===== config.mk =====
export PLATFORM = sky130hd
export DESIGN_NAME = swir_ram
export DESIGN_NICKNAME = d
export VERILOG_FILES = /design/src/design/swir_pkg.sv /design/src/design/swir_ram.sv
export SDC_FILE = /design/constraint.sdc
export NUM_CORES = 2
export LEC_CHECK = 0
export ABC_AREA = 0
export BUFFER_PORTS_ARGS = -buffer_cell sky130_fd_sc_hd__buf_2
export CAP_MARGIN = 20
export CORE_AREA = 2 2 601 753
export DETAILED_ROUTE_END_ITERATION = 12
export DIE_AREA = 0 0 603 755
export GPL_TIMING_DRIVEN = 0
export PLACE_DENSITY_LB_ADDON = 0.05
export SLEW_MARGIN = 10
export SYNTH_ARGS = -nofsm -noshare
export SYNTH_HDL_FRONTEND = slang
export SYNTH_SLANG_ARGS = --single-unit

===== constraint.sdc =====
create_clock -name clock -period 13.1 [get_ports clock]
set_clock_uncertainty 0.15 [all_clocks]
set_input_delay 1.31 -clock clock [delete_from_list [all_inputs] [get_ports clock]]
set_output_delay 1.31 -clock clock [all_outputs]
set_load 0.005 [all_outputs]

===== src/design/swir_pkg.sv =====
// Shared types, codes and defaults for the stack with indexed read and search.
package swir_pkg;

   localparam int DEF_CAPACITY   = 64;
   localparam int DEF_WORD_WIDTH = 64;

   localparam int MODE_W   = 2;
   localparam int VALUE_W  = 64;
   localparam int INDEX_W  = 6;
   localparam int STATUS_W = 3;
   localparam int FOUND_W  = 6;
   localparam int COUNT_W  = 7;

   localparam logic [MODE_W-1:0] MODE_PUSH   = 2'd0;
   localparam logic [MODE_W-1:0] MODE_POP    = 2'd1;
   localparam logic [MODE_W-1:0] MODE_READ   = 2'd2;
   localparam logic [MODE_W-1:0] MODE_SEARCH = 2'd3;

   localparam logic [STATUS_W-1:0] ST_OK       = 3'd0;
   localparam logic [STATUS_W-1:0] ST_FULL     = 3'd1;
   localparam logic [STATUS_W-1:0] ST_EMPTY    = 3'd2;
   localparam logic [STATUS_W-1:0] ST_RANGE    = 3'd3;
   localparam logic [STATUS_W-1:0] ST_NOTFOUND = 3'd4;

   typedef struct packed {
      logic [STATUS_W-1:0] status;
      logic [VALUE_W-1:0]  data_out;
      logic [FOUND_W-1:0]  found_index;
      logic [COUNT_W-1:0]  count;
      logic                is_empty;
      logic                is_full;
   } swir_result_type;

endpackage


===== src/design/swir_ram.sv =====
// Generic single-write, single-read RAM with registered read data.
module swir_ram
   import swir_pkg::*;
#(
   parameter int WIDTH = DEF_WORD_WIDTH,
   parameter int DEPTH = DEF_CAPACITY
) (
   input  logic                     clock,
   input  logic                     wr_en,
   input  logic [$clog2(DEPTH)-1:0] wr_addr,
   input  logic [WIDTH-1:0]         wr_data,
   input  logic [$clog2(DEPTH)-1:0] rd_addr,
   output logic [WIDTH-1:0]         rd_data
);

   logic [WIDTH-1:0] mem_ff [DEPTH];
   logic [WIDTH-1:0] rd_data_ff;

   always_ff @(posedge clock) begin
      if (wr_en) begin
         mem_ff[wr_addr] <= wr_data;
      end
      rd_data_ff <= mem_ff[rd_addr];
   end

   assign rd_data = rd_data_ff;

endmodule


==> flow_summary.ini <==
[placed_design]
place_ws_ps = 6620
dp_hpwl_mm = 351
io_buffers = 133
place_congestion = 0.753

[clock_network]
cts_buffers = 438
clkTransAtPathRegs_ps = 60
cts.sinks = 4160
cts.path.max_buffers = 4
h-tree-depth = 5
ctsResizeCount = 0
tritoncts = yes
cts.hold.buffers_added = 0
clkLatencyLatePin_ps = 1000
cts_root_buf = clkbuf_16
postCtsSetupBuffers = 0

[yosys]
synth_seq_area_share = 0.795
synth_edf_count = 4096
syn_inst = 6598
ys.flop_type = edfxtp_1
yosysWarnings = 0
syn-num-nets = 6676
synth_area_per_cell_sq_um = 23.7
syn_area_sq_mm = 0.156
ys_ff_latch = 4160
async_flop_share = 0
ys_types = 33

[floorplanning]
die_h_microns = 755
die-area_sq_mm = 0.455
start_util = 0.349
die_w_microns = 603
coreArea_sq_mm = 0.448
io_pins = 142
rows = 275

[pwr]
leakage_nw = 57.8
vdd_drop_max_mv = 0.106
p_per_area_mw_per_mm2 = 156

[global_routing]
grt_max_degree = 65
track_usage = 0.221
overflow = 0
grt_pass1_vias = 79035
antenna_found_initial = 46
grt_pass1_wl_mm = 686

[timing]
layout_min_cycle_time_ps = 5350
worstMarginPinSlew_ps = 1560
post-route-period-util = 0.408
final-hold-violation-count = 0
max_slew_margin = -0.0426
final_max_slew_viol_count = 9
setup_ws_ps = 7750
rsz0062_at_grt = false
finalSetupViolations = 0
fmax_ghz = 0.187

[setup_path]
cpPeakStageDelay_ps = 990
worst_path_most_repeated_cell = buf_2
critPathMaxFanout = 10
cp-end-kind = flip-flop
crit_chain = buf_2 > buf_4 > buf_2 > buf_2 > buf_4 > mux2i_1 > o22ai_1 > a31oi_1 > a211oi_1
path_class = in -> reg
crit_arrival_ps = 6000
start_kind = input pin
r2r_slack_ps = 9920
slowest_stage = a211oi_1
crit_required_ps = 13760

[run]
cap_viol_max_count = 1

[cells_and_area]
utilization = 0.415
fin_nets = 7565
syn2layout_area_growth_pct = 18.8
layout_common_cells = edfxtp_1, mux4_2, clkbuf_16, buf_2, buf_12
layout_commonest_cell = edfxtp_1
drive_above_1_share = 0.310

[routing]
route.vias.total = 75266
first_pass_iters = 6
drc = 0
wl_met3_mm = 23.0
route.met2.wl_mm = 262
wl_met1_mm = 210
routed_via_density = 5.44
drt_iter0_drc = 7496
totalWireLength_mm = 508
top_layer_used = met5
routedWlPerCell_microns = 36.7
drtAntennaViolNets = 0

[status]
status = finished with violations
violations = capacitance limit, slew limit

[hold_path]
hold_class = in -> reg
==> worst max-delay path, delay by kind of cell <==
| kind | cells | cell delay (ps) |
|---|---|---|
| AOI/OAI and AO/OA | 3 | 2070 |
| buffers and inverters | 5 | 2350 |
| muxes | 1 | 130 |
==> worst paths after layout <==
path / to / cells after the start / from
max reg2reg: rd_data[37] / 5 / mem_ff[55][37]
min: mem_ff[25][18] / 1 / wr_data[18]
max: rd_data[6] / 9 / rd_addr[2]
min reg2reg: rd_data[28] / 4 / mem_ff[55][28]
==> flip-flops by register name, summed over array words and instances (netlist names) <==
register  flops
rd_data      64
mem_ff     4096
==> per-stage QoR <==
| stage | setup TNS, ps | instances | hold slack (ps) | instance area [sq um] | power [mW] |
|---|---|---|---|---|---|
| floorplan | 0 | 6598 | 638 | 156000 | 15.7 |
| global placement | -284470 | 12686 | 778 | 164000 | 16.6 |
| detailed placement | 0 | 12997 | 771 | 171000 | 16.7 |
| CTS | 0 | 13804 | 434 | 185000 | 29.2 |
| global route | 0 | 13814 | 488 | 186000 | 29.7 |
| finish | 0 | 13837 | 551 | 186000 | 28.9 |
==> kinds of logic after synthesis <==
group           Yosys count  share of synthesized area
simple gates            386                     0.0124
compound gates          504                     0.0248
flops                  4160                      0.795
buf+inv                 389                     0.0118
mux                    1159                      0.156
==> cell type report <==
type                    count  area, sq um
fillers                 39024       262000
flip-flops and latches   4160       124000
multi-input cells        2049        30800
clock buffers             532        11600
well taps                5955         7450
repair buffers            449         6890
clock inverters           275         2730
plain buffers             370         1790
inverters                  19         71.3
diodes                     28         70.1
==> synthesized netlist by cell type (2+ instances only) <==
| cell type | instances | area, sq um |
|---|---|---|
| a2bb2oi_1 | 19 | 166 |
| buf_6 | 6 | 67.6 |
| o221ai_1 | 38 | 333 |
| mux2i_1 | 135 | 1350 |
| or2_2 | 28 | 175 |
| nand2_1 | 58 | 218 |
| dfxtp_1 | 64 | 1280 |
| buf_2 | 170 | 851 |
| nand3_1 | 45 | 225 |
| and2_1 | 3 | 18.8 |
| a22o_1 | 88 | 771 |
| inv_1 | 19 | 71.3 |
| nand2b_1 | 11 | 68.8 |
| mux4_2 | 1024 | 23100 |
| nor2_1 | 112 | 420 |
| a31oi_1 | 18 | 113 |
| clkbuf_1 | 140 | 526 |
| edfxtp_1 | 4096 | 123000 |
| buf_1 | 20 | 75.1 |
| o22ai_1 | 83 | 519 |
| nand4_1 | 2 | 12.5 |
| or3_1 | 29 | 181 |
| nor3_1 | 2 | 10.0 |
| nor2b_1 | 28 | 175 |
| and3_1 | 64 | 400 |
| nand3b_1 | 2 | 15.0 |
| buf_4 | 34 | 255 |
| a211oi_1 | 63 | 473 |
| a22oi_1 | 168 | 1260 |
| a41oi_1 | 26 | 228 |
==> routing by layer <==
| layer | global-route usage | vias up |
|---|---|---|
| met5 | 0 | - |
| met4 | 0.0524 | 12 |
| met3 | 0.0281 | 566 |
| met2 | 0.388 | 2066 |
| met1 | 0.291 | 42260 |
| li1 | - | 30362 |
==> where the power goes <==
| part | internal (mW) | switching, mW |
|---|---|---|
| sequential | 14.7 | 0.0263 |
| clock | 7.25 | 5.30 |
| combinational | 0.515 | 1.05 |
| total | 22.5 | 6.38 |
(Power assumes the default switching activity.)
