[config.mk]
export PLATFORM = sky130hd
export DESIGN_NAME = swir_seq
export DESIGN_NICKNAME = d
export VERILOG_FILES = /design/src/design/swir_pkg.sv /design/src/design/swir_seq.sv
export SDC_FILE = /design/constraint.sdc
export NUM_CORES = 1
export LEC_CHECK = 0
export BUFFER_PORTS_ARGS = -buffer_cell sky130_fd_sc_hd__clkbuf_2
export CAP_MARGIN = 20
export CORE_AREA = 2 2 118 120
export CTS_CLUSTER_SIZE = 25
export DETAILED_ROUTE_END_ITERATION = 8
export DIE_AREA = 0 0 120 122
export PLACE_DENSITY_LB_ADDON = 0.08
export SYNTH_ARGS = -nofsm -noshare
export SYNTH_HDL_FRONTEND = slang
export SYNTH_SLANG_ARGS = --single-unit
[constraint.sdc]
create_clock -name clock -period 4.64 [get_ports clock]
set_input_delay 0.464 -clock clock [delete_from_list [all_inputs] [get_ports clock]]
set_output_delay 0.464 -clock clock [all_outputs]
set_load 0.1 [all_outputs]
[src/design/swir_pkg.sv]
// Shared types, codes and defaults for the stack with indexed read and search.
package swir_pkg;

   localparam int DEF_CAPACITY   = 64;
   localparam int DEF_WORD_WIDTH = 64;

   localparam int MODE_W   = 2;
   localparam int VALUE_W  = 64;
   localparam int INDEX_W  = 6;
   localparam int STATUS_W = 3;
   localparam int FOUND_W  = 6;
   localparam int COUNT_W  = 7;

   localparam logic [MODE_W-1:0] MODE_PUSH   = 2'd0;
   localparam logic [MODE_W-1:0] MODE_POP    = 2'd1;
   localparam logic [MODE_W-1:0] MODE_READ   = 2'd2;
   localparam logic [MODE_W-1:0] MODE_SEARCH = 2'd3;

   localparam logic [STATUS_W-1:0] ST_OK       = 3'd0;
   localparam logic [STATUS_W-1:0] ST_FULL     = 3'd1;
   localparam logic [STATUS_W-1:0] ST_EMPTY    = 3'd2;
   localparam logic [STATUS_W-1:0] ST_RANGE    = 3'd3;
   localparam logic [STATUS_W-1:0] ST_NOTFOUND = 3'd4;

   typedef struct packed {
      logic [STATUS_W-1:0] status;
      logic [VALUE_W-1:0]  data_out;
      logic [FOUND_W-1:0]  found_index;
      logic [COUNT_W-1:0]  count;
      logic                is_empty;
      logic                is_full;
   } swir_result_type;

endpackage

[src/design/swir_seq.sv]
// Sequencer: fill count, request decode and the shared compare walk over the RAM.
module swir_seq
   import swir_pkg::*;
#(
   parameter int CAPACITY   = DEF_CAPACITY,
   parameter int WORD_WIDTH = DEF_WORD_WIDTH
) (
   input  logic                        clock,
   input  logic                        reset,
   input  logic                        start,
   output logic                        busy,
   input  logic [MODE_W-1:0]           req_mode,
   input  logic [VALUE_W-1:0]          req_value,
   input  logic [INDEX_W-1:0]          req_index,
   output logic                        ram_we,
   output logic [$clog2(CAPACITY)-1:0] ram_waddr,
   output logic [WORD_WIDTH-1:0]       ram_wdata,
   output logic [$clog2(CAPACITY)-1:0] ram_raddr,
   input  logic [WORD_WIDTH-1:0]       ram_rdata,
   output logic                        res_valid,
   output swir_result_type             res
);

   localparam int AW  = $clog2(CAPACITY);
   localparam int CW  = $clog2(CAPACITY + 1);
   localparam int IXW = CW + INDEX_W;
   localparam int CXW = CW + COUNT_W;
   localparam int FXW = AW + FOUND_W;

   localparam logic [1:0] S_IDLE = 2'd0;
   localparam logic [1:0] S_READ = 2'd1;
   localparam logic [1:0] S_SCAN = 2'd2;

   logic [1:0]            state_ff, state_in;
   logic [CW-1:0]         count_ff, count_in;
   logic [AW-1:0]         ptr_ff, ptr_in;
   logic [WORD_WIDTH-1:0] key_ff, key_in;

   logic [CW-1:0]  count_m1;
   logic           stk_empty;
   logic           stk_full;
   logic           scan_last;
   logic [IXW-1:0] idx_wide;
   logic [IXW-1:0] cnt_cmp;
   logic [CXW-1:0] cnt_wide;
   logic [FXW-1:0] ptr_wide;
   logic [STATUS_W-1:0] status;
   logic [VALUE_W-1:0]  data;
   logic [FOUND_W-1:0]  found;

   assign count_m1  = count_ff - CW'(1);
   assign stk_empty = (count_ff == '0);
   assign stk_full  = (count_ff == CW'(CAPACITY));
   assign scan_last = ((CW'(ptr_ff) + CW'(1)) == count_ff);
   assign idx_wide  = IXW'(req_index);
   assign cnt_cmp   = IXW'(count_ff);
   assign ptr_wide  = FXW'(ptr_ff);
   assign busy      = (state_ff != S_IDLE);

   always_comb begin
      state_in  = state_ff;
      count_in  = count_ff;
      ptr_in    = ptr_ff;
      key_in    = key_ff;
      ram_we    = 1'b0;
      ram_waddr = count_ff[AW-1:0];
      ram_wdata = req_value[WORD_WIDTH-1:0];
      ram_raddr = ptr_ff + AW'(1);
      res_valid = 1'b0;
      status    = ST_OK;
      data      = '0;
      found     = '0;
      case (state_ff)
         S_IDLE: begin
            if (start) begin
               key_in = req_value[WORD_WIDTH-1:0];
               case (req_mode)
                  MODE_PUSH: begin
                     res_valid = 1'b1;
                     if (stk_full) begin
                        status = ST_FULL;
                     end else begin
                        ram_we   = 1'b1;
                        count_in = count_ff + CW'(1);
                     end
                  end
                  MODE_POP: begin
                     if (stk_empty) begin
                        res_valid = 1'b1;
                        status    = ST_EMPTY;
                     end else begin
                        count_in  = count_m1;
                        ram_raddr = count_m1[AW-1:0];
                        state_in  = S_READ;
                     end
                  end
                  MODE_READ: begin
                     if (stk_empty) begin
                        res_valid = 1'b1;
                        status    = ST_EMPTY;
                     end else if (idx_wide >= cnt_cmp) begin
                        res_valid = 1'b1;
                        status    = ST_RANGE;
                     end else begin
                        ram_raddr = idx_wide[AW-1:0];
                        state_in  = S_READ;
                     end
                  end
                  MODE_SEARCH: begin
                     if (stk_empty) begin
                        res_valid = 1'b1;
                        status    = ST_NOTFOUND;
                     end else begin
                        ram_raddr = '0;
                        ptr_in    = '0;
                        state_in  = S_SCAN;
                     end
                  end
                  default: begin
                     state_in = S_IDLE;
                  end
               endcase
            end
         end
         S_READ: begin
            res_valid = 1'b1;
            data      = VALUE_W'(ram_rdata);
            state_in  = S_IDLE;
         end
         S_SCAN: begin
            if (ram_rdata == key_ff) begin
               res_valid = 1'b1;
               found     = ptr_wide[FOUND_W-1:0];
               state_in  = S_IDLE;
            end else if (scan_last) begin
               res_valid = 1'b1;
               status    = ST_NOTFOUND;
               state_in  = S_IDLE;
            end else begin
               ptr_in = ptr_ff + AW'(1);
            end
         end
         default: begin
            state_in = S_IDLE;
         end
      endcase
   end

   assign cnt_wide = CXW'(count_in);

   always_comb begin
      res.status      = status;
      res.data_out    = data;
      res.found_index = found;
      res.count       = cnt_wide[COUNT_W-1:0];
      res.is_empty    = (count_in == '0);
      res.is_full     = (count_in == CW'(CAPACITY));
   end

   always_ff @(posedge clock) begin
      if (reset) begin
         state_ff <= S_IDLE;
         count_ff <= '0;
      end else begin
         state_ff <= state_in;
         count_ff <= count_in;
      end
   end

   always_ff @(posedge clock) begin
      ptr_ff <= ptr_in;
      key_ff <= key_in;
   end

endmodule

==> impl_metrics.yaml <==
setup_path:
  start_kind: "register"
  cp_cell_sequence: "inv_1, ha_1, nor3b_4, and3b_1, nor2_1, a221o_1, a21oi_2, and4_1, clkbuf_2"
  crit_path_max_fanout: 13
  reg2reg_from: "count_ff[0]$_SDFF_PP0_"
  criticalPathCategory: "reg2out"
  reg2reg_to: "ptr_ff[5]$_SDFFCE_PN0P_"
  critPathRequiredTime_ns: 4.18
  cp.depth: 9
  end_kind: "primary output"
  r2r_setup_slack_ns: 1.84
  critPathMaxStageDelay_ns: 0.46
  path_buf_inv: 2
  critPathTopFamily: "simple AND/OR/NAND/NOR gates"
  arrival_ns: 3.56
  slowest_stage: "dfxtp_1"
  r2r_cells: 5
clocking:
  cts-resized-gates: 0
  root_buffer: "clkbuf_16"
  hold_buffers: 0
  clkTransAtPathRegs_ns: 0.06
  insertion_delay_ns: 0.34
  cts_buffers: 9
  cts_setup_buffers: 0
  cts_tree: "done"
  cts.sinks: 79
  htree_levels: 3
  cts_buffer_depth: 2
synth:
  ys_async_sr_fraction_pct: 0
  synth_edf_count: 70
  synth.distinct_cells: 59
  yosys_warnings: 0
  syn_area_um2: 5340
  synth_flop_cell: "edfxtp_1"
  avgSynthCellArea_um2: 10.5
  ys_ff_latch: 79
  netlist_instances: 510
  synthesis.nets: 663
  yosysSeqAreaShare_pct: 42.7
sta:
  worstMarginPinSlew_ns: 0.930
  slew_violations: 0
  finalCritPeriodShare_pct: 86.6
  setup_tns_ns: 0
  hold_violations: 0
  hold_ws_ns: 0.314
  max_slew_margin_pct: 37.8
  rsz0062_at_grt: "no"
  finClkSkew_ns: 0.00672
  finalSetupViolCount: 0
  fin_crit_ns: 4.02
  max_freq_mhz: 249
power:
  power_density_nw_per_um2: 355
  power_uw: 2400
  vdd_drop_max_v: 0.000348
  p_leak_uw: 0.00308
die:
  rows: 43
  num_io_pins: 300
  die_x_um: 120
  dieArea_um2: 14600
  die_h_um: 122
  core_um2: 13500
  start_util_pct: 39.5
cells_and_area:
  layout-drive-gt1-share_pct: 44.2
  final_core_util_pct: 49.9
  most-common-layout-cells: "299 x clkbuf_2, 73 x xnor2_1, 70 x and2_1, 70 x edfxtp_1, 23 x nor2_1"
  stdcell_area_um2: 6750
  final_common_cell: "clkbuf_2"
  syn2layout_area_growth_pct: 26.3
  fin_nets: 887
  num_antenna_cells: 0
placement:
  postPlaceCellArea_um2: 6460
  gp_congestion: 0.911
  post-dp-hpwl_um: 12200
  portBuffers: 299
min_path:
  worstHoldEndpoint: "key_ff[21]$_DFFE_PP_"
  min_path_type: "in2reg"
  hp-start: "req_value[21]"
  min_path_cells: 1
drt:
  first_pass_iters: 4
  wl_per_cell_um: 16.4
  drcViolationCount: 0
  viasPerCell: 4.87
  vias: 4473
  ant_nets: 0
  wirelength_um: 15100
  dr.first_iter.drc_count: 363
grt:
  grt_max_degree: 66
  antenna_found_initial: 0
  grt.total_usage_pct: 19.9
  gr-total-overflow: 0
  first_global_vias: 4168
  grt_pass1_wl_um: 22000
run:
  drv_cap: 0
outcome:
  outcome: "completed"
area by class of cell:
cell class                 count  area, um^2
tap                          180         225
inverter                      17        65.1
timing repair buffer         301        1520
multi-input combinational    326        2380
sequential                    79        2280
clock inverter                 5        33.8
fill                        1302        6760
clock buffer                  11         233
state kept, by name (all words and copies together) (netlist names):
register  flops
ptr_ff        6
state_ff      2
count_ff      7
key_ff       64
layer usage:
| metal | share of wire [%] | wire (um) | GRT usage [%] | vias to the layer above |
|---|---|---|---|---|
| li1 | - | - | - | 2185 |
| met1 | 39 | 5930 | 23.5 | 2093 |
| met2 | 52 | 7900 | 35.5 | 179 |
| met3 | 6.7 | 1020 | 5.62 | 16 |
| met4 | 1.6 | 235 | 5.59 | 0 |
| met5 | 0 | 0 | 0 | - |
per-stage QoR:
step	instances	worst slack (ns)
5_1_grt	919	0.381
6_report	919	0.620
2_1_floorplan	510	0.253
4_1_cts	918	0.664
3_5_place_dp	902	1.04
3_3_place_gp	902	1.05
cell families after synthesis:
logic type | after synthesis | share of synthesized area [%]
and+or+nand+nor | 173 | 19.0
AOI/OAI and AO/OA | 58 | 8.25
buffers and inverters | 105 | 12.9
xor gates and xnor gates | 80 | 13.6
muxes | 1 | 0.187
DFF | 79 | 42.7
adders and majority gates | 14 | 3.28
power breakdown:
part	switching (uW)	total (uW)	internal (uW)
Combinational	691	887	196
Clock	281	644	363
Sequential	30.5	864	834
Total	1000	2400	1390
synth_stat cells, types with 3 or more instances:
cell | n | share of area [%]
xnor2_1 | 73 | 12
and3_1 | 4 | 0.47
nor2b_1 | 6 | 0.70
nand3_1 | 10 | 0.94
edfxtp_1 | 70 | 39
nand2b_1 | 3 | 0.35
nor3_1 | 4 | 0.37
nor2_1 | 23 | 1.6
buf_6 | 3 | 0.63
xor2_1 | 5 | 0.82
a31oi_1 | 4 | 0.47
dfxtp_1 | 9 | 3.4
clkbuf_1 | 10 | 0.70
inv_1 | 16 | 1.1
o21a_1 | 3 | 0.42
nand2_1 | 12 | 0.84
a22oi_1 | 5 | 0.70
a21oi_1 | 8 | 0.75
nand4_1 | 20 | 2.3
o22ai_1 | 6 | 0.70
ha_1 | 14 | 3.3
and2_1 | 70 | 8.2
nor4_1 | 7 | 0.82
buf_2 | 4 | 0.37
o21ai_0 | 7 | 0.66
buf_4 | 70 | 9.8
o32ai_1 | 4 | 0.66
how the worst max path moves through the flow:
stage,from,endpoint,slack [ns]
2_1_floorplan,count_ff[1]$_SDFF_PP0_,res[1],0.25
3_3_place_gp,count_ff[0]$_SDFF_PP0_,res[1],1.05
3_5_place_dp,count_ff[0]$_SDFF_PP0_,res[0],1.04
4_1_cts,count_ff[0]$_SDFF_PP0_,res[0],0.66
5_1_grt,count_ff[0]$_SDFF_PP0_,res[1],0.38
6_report,count_ff[0]$_SDFF_PP0_,res[0],0.62
Note: power is estimated with default switching activity, not from simulation.
